**src/design/assert_macros.svh**
```systemverilog
// Assertion helpers shared by the tokenizer modules.
// Each check is clocked on clk and held off while rst is high.
`ifndef ASSERT_MACROS_SVH
`define ASSERT_MACROS_SVH

`ifndef SYNTHESIS

// Property must hold at every clock edge outside reset.
`define AST_CHECK(lbl, prop, msg) \
  lbl: assert property (@(posedge clk) disable iff (rst) (prop)) else $error(msg);

// Condition must never be seen at a clock edge outside reset.
`define AST_NEVER(lbl, cond, msg) \
  lbl: assert property (@(posedge clk) disable iff (rst) !(cond)) else $error(msg);

`else

`define AST_CHECK(lbl, prop, msg)
`define AST_NEVER(lbl, cond, msg)

`endif

`endif

```
**src/design/swt_pkg.sv**
```systemverilog
package swt_pkg;

  // Result kinds
  typedef enum logic [1:0] {
    KIND_LIT    = 2'd0,
    KIND_WORD   = 2'd1,
    KIND_PHRASE = 2'd2,
    KIND_LABEL  = 2'd3
  } kind_t;

  // One result token
  typedef struct packed {
    kind_t      kind;
    logic [7:0] value;
  } token_t;

  // One queue entry: every result one input byte causes
  typedef struct packed {
    logic   pair;   // two tokens, first then second
    token_t first;
    token_t second;
  } entry_t;

  // Byte codes the lexer reacts to
  localparam logic [7:0] CH_TAB  = 8'h09;
  localparam logic [7:0] CH_NL   = 8'h0A;
  localparam logic [7:0] CH_VT   = 8'h0B;
  localparam logic [7:0] CH_FF   = 8'h0C;
  localparam logic [7:0] CH_CR   = 8'h0D;
  localparam logic [7:0] CH_SP   = 8'h20;
  localparam logic [7:0] CH_DQ   = 8'h22;
  localparam logic [7:0] CH_HASH = 8'h23;
  localparam logic [7:0] CH_SQ   = 8'h27;
  localparam logic [7:0] CH_SEMI = 8'h3B;
  localparam logic [7:0] CH_EQ   = 8'h3D;
  localparam logic [7:0] CH_BSL  = 8'h5C;

endpackage

```
**src/design/swt_front.sv**
```systemverilog
`include "assert_macros.svh"

module swt_front
  import swt_pkg::*;
(
  input  logic       clk,
  input  logic       rst,
  input  logic       in_valid,
  output logic       in_stall,
  input  logic [7:0] char_code,
  input  logic       end_of_input,
  input  logic       cfg_valid,
  output logic       cfg_ready,
  input  logic       pairs_mode,
  input  logic       q_full,
  output logic       push,
  output entry_t     push_entry
);

  typedef enum logic [4:0] {
    MODE_BETWEEN = 5'b00001,
    MODE_BARE    = 5'b00010,
    MODE_SQUOTE  = 5'b00100,
    MODE_DQUOTE  = 5'b01000,
    MODE_COMMENT = 5'b10000
  } mode_t;

  mode_t mode, mode_next;
  logic  esc, esc_next;
  logic  label_used, label_used_next;
  logic  pairs_en;

  logic [7:0] c;
  logic [1:0] n_tok;
  token_t     tok0, tok1;
  logic       accept;
  logic       blank, brk;

  assign cfg_ready = 1'b1;
  assign in_stall  = q_full;
  assign accept    = in_valid && !q_full;

  assign c     = end_of_input ? CH_NL : char_code;
  assign blank = (c == CH_TAB) || (c == CH_VT) || (c == CH_FF) || (c == CH_SP);
  assign brk   = (c == CH_NL) || (c == CH_SEMI);

  always_comb begin
    mode_next       = mode;
    esc_next        = esc;
    label_used_next = label_used;
    n_tok           = 2'd0;
    tok0            = '{kind: KIND_LIT, value: 8'h00};
    tok1            = '{kind: KIND_LIT, value: 8'h00};

    if (c != CH_CR) begin
      case (mode)
        MODE_BARE: begin
          if (esc) begin
            esc_next = 1'b0;
            if (c != CH_NL) begin
              n_tok = 2'd1;
              tok0  = '{kind: KIND_LIT, value: c};
            end
          end else if (brk || blank) begin
            mode_next       = MODE_BETWEEN;
            label_used_next = 1'b0;
            n_tok           = brk ? 2'd2 : 2'd1;
            tok0            = '{kind: KIND_WORD, value: 8'h00};
            tok1            = '{kind: KIND_PHRASE, value: 8'h00};
          end else if (c == CH_DQ) begin
            mode_next = MODE_DQUOTE;
          end else if (c == CH_SQ) begin
            mode_next = MODE_SQUOTE;
          end else if (c == CH_BSL) begin
            esc_next = 1'b1;
          end else if (c == CH_EQ && pairs_en && !label_used) begin
            mode_next       = MODE_BETWEEN;
            label_used_next = 1'b1;
            n_tok           = 2'd1;
            tok0            = '{kind: KIND_LABEL, value: 8'h00};
          end else begin
            n_tok = 2'd1;
            tok0  = '{kind: KIND_LIT, value: c};
          end
        end
        MODE_SQUOTE: begin
          if (c == CH_SQ) begin
            mode_next = MODE_BARE;
          end else begin
            n_tok = 2'd1;
            tok0  = '{kind: KIND_LIT, value: c};
          end
        end
        MODE_DQUOTE: begin
          if (esc) begin
            esc_next = 1'b0;
            if (c == CH_DQ || c == CH_BSL) begin
              n_tok = 2'd1;
              tok0  = '{kind: KIND_LIT, value: c};
            end else if (c != CH_NL) begin
              // unknown escape inside double quotes: keep the backslash
              n_tok = 2'd2;
              tok0  = '{kind: KIND_LIT, value: CH_BSL};
              tok1  = '{kind: KIND_LIT, value: c};
            end
          end else if (c == CH_DQ) begin
            mode_next = MODE_BARE;
          end else if (c == CH_BSL) begin
            esc_next = 1'b1;
          end else begin
            n_tok = 2'd1;
            tok0  = '{kind: KIND_LIT, value: c};
          end
        end
        MODE_COMMENT: begin
          if (c == CH_NL) begin
            mode_next = MODE_BETWEEN;
            n_tok     = 2'd1;
            tok0      = '{kind: KIND_PHRASE, value: 8'h00};
          end
        end
        default: begin
          // between words
          mode_next = MODE_BETWEEN;
          if (esc) begin
            esc_next = 1'b0;
            if (c != CH_NL) begin
              mode_next = MODE_BARE;
              n_tok     = 2'd1;
              tok0      = '{kind: KIND_LIT, value: c};
            end
          end else if (brk) begin
            n_tok = 2'd1;
            tok0  = '{kind: KIND_PHRASE, value: 8'h00};
          end else if (blank) begin
            mode_next = MODE_BETWEEN;
          end else if (c == CH_DQ) begin
            mode_next = MODE_DQUOTE;
          end else if (c == CH_HASH) begin
            mode_next = MODE_COMMENT;
          end else if (c == CH_SQ) begin
            mode_next = MODE_SQUOTE;
          end else if (c == CH_BSL) begin
            esc_next = 1'b1;
          end else begin
            mode_next = MODE_BARE;
            n_tok     = 2'd1;
            tok0      = '{kind: KIND_LIT, value: c};
          end
        end
      endcase
    end
  end

  assign push              = accept && (n_tok != 2'd0);
  assign push_entry.pair   = (n_tok == 2'd2);
  assign push_entry.first  = tok0;
  assign push_entry.second = tok1;

  always_ff @(posedge clk) begin
    if (rst) begin
      mode       <= MODE_BETWEEN;
      esc        <= 1'b0;
      label_used <= 1'b0;
      pairs_en   <= 1'b0;
    end else begin
      if (cfg_valid && cfg_ready) begin
        pairs_en <= pairs_mode;
      end
      if (accept) begin
        mode       <= mode_next;
        esc        <= esc_next;
        label_used <= label_used_next;
      end
    end
  end

  // an escape is only ever pending in a mode that honors it
  `AST_NEVER(front_esc_mode, esc && (mode == MODE_SQUOTE || mode == MODE_COMMENT), "stray escape")

endmodule

```
**src/design/swt_queue.sv**
```systemverilog
`include "assert_macros.svh"

module swt_queue
  import swt_pkg::*;
#(
  parameter int DEPTH = 4
) (
  input  logic   clk,
  input  logic   rst,
  input  logic   push,
  input  entry_t push_entry,
  output logic   full,
  output logic   head_valid,
  output entry_t head,
  input  logic   pop
);

  localparam int PW = (DEPTH > 1) ? $clog2(DEPTH) : 1;
  localparam int CW = $clog2(DEPTH + 1);

  entry_t          slots [DEPTH];
  logic [PW-1:0]   wr_ptr, rd_ptr;
  logic [CW-1:0]   count;

  assign full       = (count == CW'(DEPTH));
  assign head_valid = (count != '0);
  assign head       = slots[rd_ptr];

  always_ff @(posedge clk) begin
    if (push) begin
      slots[wr_ptr] <= push_entry;
    end
  end

  always_ff @(posedge clk) begin
    if (rst) begin
      wr_ptr <= '0;
      rd_ptr <= '0;
      count  <= '0;
    end else begin
      if (push) begin
        wr_ptr <= (wr_ptr == PW'(DEPTH - 1)) ? '0 : wr_ptr + 1'b1;
      end
      if (pop) begin
        rd_ptr <= (rd_ptr == PW'(DEPTH - 1)) ? '0 : rd_ptr + 1'b1;
      end
      if (push && !pop) begin
        count <= count + 1'b1;
      end else if (pop && !push) begin
        count <= count - 1'b1;
      end
    end
  end

  `AST_NEVER(queue_overflow, push && full, "push into full queue")
  `AST_NEVER(queue_underflow, pop && !head_valid, "pop from empty queue")

endmodule

```
**src/design/swt_back.sv**
```systemverilog
`include "assert_macros.svh"

module swt_back
  import swt_pkg::*;
(
  input  logic       clk,
  input  logic       rst,
  input  logic       head_valid,
  input  entry_t     head,
  output logic       pop,
  output logic       out_valid,
  input  logic       out_stall,
  output logic [1:0] token_kind,
  output logic [7:0] char_value,
  output logic       last_of_run
);

  logic   vld;
  token_t tok;
  logic   last;
  logic   pend;      // second token of a pair still to go
  token_t pend_tok;
  logic   slot_free;

  assign slot_free = !vld || !out_stall;
  assign pop       = slot_free && !pend && head_valid;

  always_ff @(posedge clk) begin
    if (rst) begin
      vld  <= 1'b0;
      pend <= 1'b0;
    end else if (slot_free) begin
      if (pend) begin
        vld  <= 1'b1;
        pend <= 1'b0;
      end else begin
        vld  <= head_valid;
        pend <= head_valid && head.pair;
      end
    end
  end

  always_ff @(posedge clk) begin
    if (slot_free) begin
      if (pend) begin
        tok  <= pend_tok;
        last <= 1'b1;
      end else if (head_valid) begin
        tok      <= head.first;
        last     <= !head.pair;
        pend_tok <= head.second;
      end
    end
  end

  assign out_valid   = vld;
  assign token_kind  = tok.kind;
  assign char_value  = tok.value;
  assign last_of_run = last;

  // a held second token always sits behind a shown first token of the pair
  `AST_CHECK(back_pend_shown, pend |-> (vld && !last), "pending token without its first")
  `AST_CHECK(back_first_pend, (vld && !last) |-> pend, "non-final token with nothing pending")

endmodule

```
**src/design/shell_word_tokenizer_top.sv**
```systemverilog
// Channel  Direction  Handshake              Payload
// -------  ---------  ---------------------  ---------------------------------------
// in       input      in_valid / in_stall    char_code[7:0], end_of_input
// out      output     out_valid / out_stall  token_kind[1:0], char_value[7:0], last_of_run
// cfg      input      cfg_valid / cfg_ready  pairs_mode
//
// Cycles: one input byte per clock while in_stall is low; a byte is classified in
// the cycle it is taken and its results enter the token queue at that edge; the
// emitter then loads them from the queue into its single output register, and
// bytes with two results show their two tokens there in turn.
// Reset: rst is synchronous, active high; it returns the lexer to between words,
// clears the escape and label flags, clears pairs_mode and empties the queue.
// Stalls: in_stall rises only when the token queue is full; out_stall holds the
// output register and backs the queue up without touching the lexer state.

module shell_word_tokenizer_top
  import swt_pkg::*;
#(
  parameter int QUEUE_DEPTH = 4
) (
  input  logic       clk,
  input  logic       rst,
  // byte input
  input  logic       in_valid,
  output logic       in_stall,
  input  logic [7:0] char_code,
  input  logic       end_of_input,
  // configuration write
  input  logic       cfg_valid,
  output logic       cfg_ready,
  input  logic       pairs_mode,
  // token output
  output logic       out_valid,
  input  logic       out_stall,
  output logic [1:0] token_kind,
  output logic [7:0] char_value,
  output logic       last_of_run
);

  // front to queue
  logic   push;
  entry_t push_entry;
  logic   q_full;

  // queue to back
  logic   head_valid;
  entry_t head;
  logic   pop;

  // Front end: hold the lexer state, classify each byte, and push every
  // result it causes as one queue entry. Bytes with no result push nothing.
  swt_front u_front (
    .clk          (clk),
    .rst          (rst),
    .in_valid     (in_valid),
    .in_stall     (in_stall),
    .char_code    (char_code),
    .end_of_input (end_of_input),
    .cfg_valid    (cfg_valid),
    .cfg_ready    (cfg_ready),
    .pairs_mode   (pairs_mode),
    .q_full       (q_full),
    .push         (push),
    .push_entry   (push_entry)
  );

  // Token queue: decouple the lexer from the output so that either side can
  // stall alone; its QUEUE_DEPTH entries absorb the second token of two-token bytes.
  swt_queue #(
    .DEPTH (QUEUE_DEPTH)
  ) u_queue (
    .clk        (clk),
    .rst        (rst),
    .push       (push),
    .push_entry (push_entry),
    .full       (q_full),
    .head_valid (head_valid),
    .head       (head),
    .pop        (pop)
  );

  // Back end: drain entries into the output register, one token per
  // transfer, and mark the last token of each byte.
  swt_back u_back (
    .clk         (clk),
    .rst         (rst),
    .head_valid  (head_valid),
    .head        (head),
    .pop         (pop),
    .out_valid   (out_valid),
    .out_stall   (out_stall),
    .token_kind  (token_kind),
    .char_value  (char_value),
    .last_of_run (last_of_run)
  );

endmodule

```
**config.mk**
```make
export PLATFORM = sky130hd
export DESIGN_NAME = shell_word_tokenizer_top
export DESIGN_NICKNAME = d
export VERILOG_FILES = /design/src/design/swt_pkg.sv /design/src/design/swt_front.sv /design/src/design/swt_queue.sv /design/src/design/swt_back.sv /design/src/design/shell_word_tokenizer_top.sv
export VERILOG_INCLUDE_DIRS = /design/src /design/src/design
export SDC_FILE = /design/constraint.sdc
export NUM_CORES = 1
export LEC_CHECK = 0
export ABC_AREA = 1
export BUFFER_PORTS_ARGS = -buffer_cell sky130_fd_sc_hd__buf_2
export CORE_ASPECT_RATIO = 2
export CORE_UTILIZATION = 42
export CTS_CLUSTER_DIAMETER = 30
export CTS_CLUSTER_SIZE = 30
export DETAILED_ROUTE_END_ITERATION = 10
export HOLD_SLACK_MARGIN = 0.1
export PLACE_DENSITY = 0.58
export SLEW_MARGIN = 20
export SYNTH_ARGS = -nofsm -noshare
export SYNTH_HDL_FRONTEND = slang
export SYNTH_HIERARCHICAL = 1
export SYNTH_SLANG_ARGS = --single-unit
```
**constraint.sdc**
```tcl
create_clock -name clk -period 3.85 [get_ports clk]
set_input_delay 1.155 -clock clk [delete_from_list [all_inputs] [get_ports clk]]
set_output_delay 1.155 -clock clk [all_outputs]
set_load 0.02 [all_outputs]
```
==> flow_summary.yaml <==
run_status:
  status: "finished clean"
cts:
  clockBufferDepth: 2
  cts-hold-fix-buffers: 0
  worstSkewPairLatency_ps: 410
  clock-sinks: 124
  post_cts_resized: 0
  clk_transition_reported_paths_ps: 60
  tritoncts.num_buffers: 17
  root_buffer: "sky130_fd_sc_hd__clkbuf_16"
  postcts_setup_bufs: 0
  tritoncts: "yes"
  clock_tree.htree_level_count: 4
pwr:
  powerDensity_mw_per_mm2: 747
  vdd_drop_max_mv: 0.355
  p_total_w: 0.00538
  total_leakage_power_nw: 3.00
setup_path:
  crit_path_cell_trace: "buf_2, nor2_1, nand2_1, nor2_1, inv_1, nor2_1, inv_1, nand3_1, nand2_1, nand2_1, a21oi_1, ha_1, inv_1, fa_1, o21ai_0, nor2_1"
  critical_path_data_arrival_time_ps: 3730
  crit_path_end_kind: "flop"
  critPathMaxFanout: 7
  ff2ff_path_depth: 19
  worst-setup-path-type: "in -> reg"
  crit_buf_inv: 4
  critical-path-top-delay-family: "simple AND/OR/NAND/NOR gates"
  max_stage_delay_ps: 450
  worstSetupPathDepth: 16
  most_used_cell_along_the_critical_path: "sky130_fd_sc_hd__nor2_1"
  critical_path_required_ps: 4160
  critical_path.startpoint_type: "primary input"
  cp_slowest_cell: "sky130_fd_sc_hd__nor2_1"
synthesis:
  synth.top_cells.by_area: "sky130_fd_sc_hd__edfxtp_1 53%, sky130_fd_sc_hd__nand2_1 7.9%, sky130_fd_sc_hd__dfxtp_1 6.4%"
  synth_nets: 651
  synth-compound-area-share: 0.0963
  synth-seq-area-share: 0.591
  synth_area_per_cell_um2: 9.50
  synth_ff_type: "sky130_fd_sc_hd__edfxtp_1"
  synth_cell_type_count: 40
  yosys_warnings: 6
  synth_adder_area_share: 0.0159
  synth_top_area_frac: 0.528
  yosys.cell_count.top_type: "sky130_fd_sc_hd__nand2_1"
  synth_edf_count: 105
  most_frequent_cells_after_synthesis: "126 x sky130_fd_sc_hd__nand2_1, 105 x sky130_fd_sc_hd__edfxtp_1, 96 x sky130_fd_sc_hd__nor2_1"
  yosys.area_share.xor_xnor: 0.00147
  yosys-mux-area-fraction: 0
  combinational_family_with_the_most_area_after_synthesis: "simple AND/OR/NAND/NOR gates"
  mappedNetlistArea_mm2: 0.00598
  synth_async_sr_flop_share: 0
  synth-simple-area-share: 0.221
  post_synthesis_register_bit_count: 124
  netlist.top_cell.by_area: "sky130_fd_sc_hd__edfxtp_1"
  post_synth_inst_count: 629
timing:
  tightestPinTransition_ps: 809
  maxSlewViolCount: 0
  final_setup_violation_count: 0
  worst_hold_slack_ps: 453
  rsz0062_at_grt: "false"
  relSlewSlack: 0.460
  report.final.hold_viol_count: 0
  final.period_utilization: 0.891
  period_minus_slack_ps: 3430
  layout_setup_ws_ps: 421
  max_freq_ghz: 0.292
  finClkSkew_ps: 7.90
  fin_setup_tns_ps: 0
placement:
  place_ws_ps: 7.61
  place_hpwl_um: 11100
  portBuffers: 27
  gpl.final_weighted_congestion: 0.963
floorplanning:
  die_area_mm2: 0.0147
  fp.dieW_um: 86.4
  ios: 29
  fp-row-count: 61
  die_h_um: 171
  start_util: 0.430
  coreArea_mm2: 0.0139
detailed_routing:
  via_count: 4768
  drt_pass1_iterations: 5
  route.detailed.drc: 0
  vias_per_cell: 5.32
  drt_iter0_drc: 306
  detail_route.wl_per_cell_um: 17.4
  routed_wl_um: 15600
  antenna_violating_nets_post_route: 0
cells_and_area:
  syn_to_final_growth_pct: 20.4
  regArea_mm2: 0.00353
  layout.filler_cells: 1300
  post_route_cells_drive_above_1_share: 0.181
  multi_input_comb_area_mm2: 0.00201
  layout.nets: 717
  diodes: 0
  final_util: 0.518
global_route:
  vias_in_the_first_global_route: 4728
  grt_max_degree: 43
  overflow: 0
  wire_length_of_the_first_global_routing_pass_um: 24700
  total_routing_usage_gr: 0.229
  number_of_antenna_violations_at_the_first_check_in_global_routing: 0
hold_path:
  hold_path.class: "reg -> reg"
  hold_path_depth: 2
flow_run:
  timing.max_cap.violations: 0
[layout make-up]
class / instances / area share
clock buffers: 18 / 0.0596
well taps: 189 / 0.0329
flip-flops and latches: 124 / 0.491
repair buffers: 70 / 0.0706
clock inverters: 14 / 0.0318
multi-input cells: 417 / 0.279
inverters: 65 / 0.0349
[tightest hold or removal path, delay by kind of cell, from the launching register on]
family,cells,cell delay (ps)
buf+inv,1,60
compound gates,1,60
flops,1,290
[state kept, by name, indices dropped and copies added (netlist names), named ones only]
signal	flops
u_back/out_valid	1
u_queue/wr_ptr	2
u_back/char_value	8
u_queue/slots	84
u_front/esc	1
u_back/last_of_run	1
u_front/mode	5
u_front/pairs_en	1
u_back/pend	1
u_back/token_kind	2
u_back/pend_tok	10
u_queue/count	3
u_queue/rd_ptr	2
u_front/label_used	1
[placed cells by master, fill, tap and decap left out, drive strengths merged]
| cell type | Yosys | routed |
|---|---|---|
| bufinv | 0 | 5 |
| dfxtp | 19 | 19 |
| buf | 19 | 70 |
| o21ai | 58 | 58 |
| nor2 | 102 | 102 |
| fa | 1 | 1 |
| o211ai | 2 | 2 |
| ha | 6 | 6 |
| nor3 | 16 | 16 |
| nand2 | 132 | 132 |
| or2 | 1 | 1 |
| inv | 63 | 70 |
| a22oi | 1 | 1 |
| o31ai | 1 | 1 |
| nand4 | 18 | 18 |
| o22ai | 21 | 21 |
| xor2 | 1 | 1 |
| a31oi | 1 | 1 |
| conb | 2 | 2 |
| clkinv | 2 | 2 |
| nand3 | 34 | 34 |
| edfxtp | 105 | 105 |
| clkinvlp | 0 | 2 |
| a21oi | 18 | 18 |
| nand3b | 2 | 2 |
| clkbuf | 4 | 18 |
[logic make-up after synthesis]
family	Yosys count
compound gates	102
xor+xnor	1
fa+ha+maj	7
buf+inv	88
flops	124
other cells	2
simple gates	305
[final timing paths]
check	from	end	slack, ps
setup / recovery	end_of_input	u_queue/count[1]$_SDFFE_PP0P_	420
hold / removal	u_front/label_used$_SDFFE_PP0P_	u_front/label_used$_SDFFE_PP0P_	450
setup reg to reg	u_front/mode[0]$_SDFFE_PP1P_	u_queue/count[2]$_SDFFE_PP0P_	680
hold reg to reg	u_front/label_used$_SDFFE_PP0P_	u_front/label_used$_SDFFE_PP0P_	450
[routing by layer]
layer	vias up	share of wire	global-route usage	wire, um
met5	-	0	0	0
met4	0	0.058	0.152	903
met3	59	0.037	0.0396	581
met2	145	0.56	0.426	8770
met1	2270	0.34	0.226	5370
li1	2294	-	-	-
[power breakdown]
part | total, W | internal [W] | switching, W | leakage [nW]
clock | 0.00178 | 0.00117 | 0.000610 | 0.315
combinational | 0.00160 | 0.000511 | 0.00108 | 1.54
sequential | 0.00201 | 0.00189 | 0.000114 | 1.15
total | 0.00538 | 0.00357 | 0.00181 | 3.00
[metrics by stage]
step	cells	cell area (um2)
finish	897	7200
global route	897	7200
CTS	897	7200
detailed placement	865	6540
global placement	865	6540
floorplan	629	5980
No activity file was read; power rests on OpenSTA's default activity.
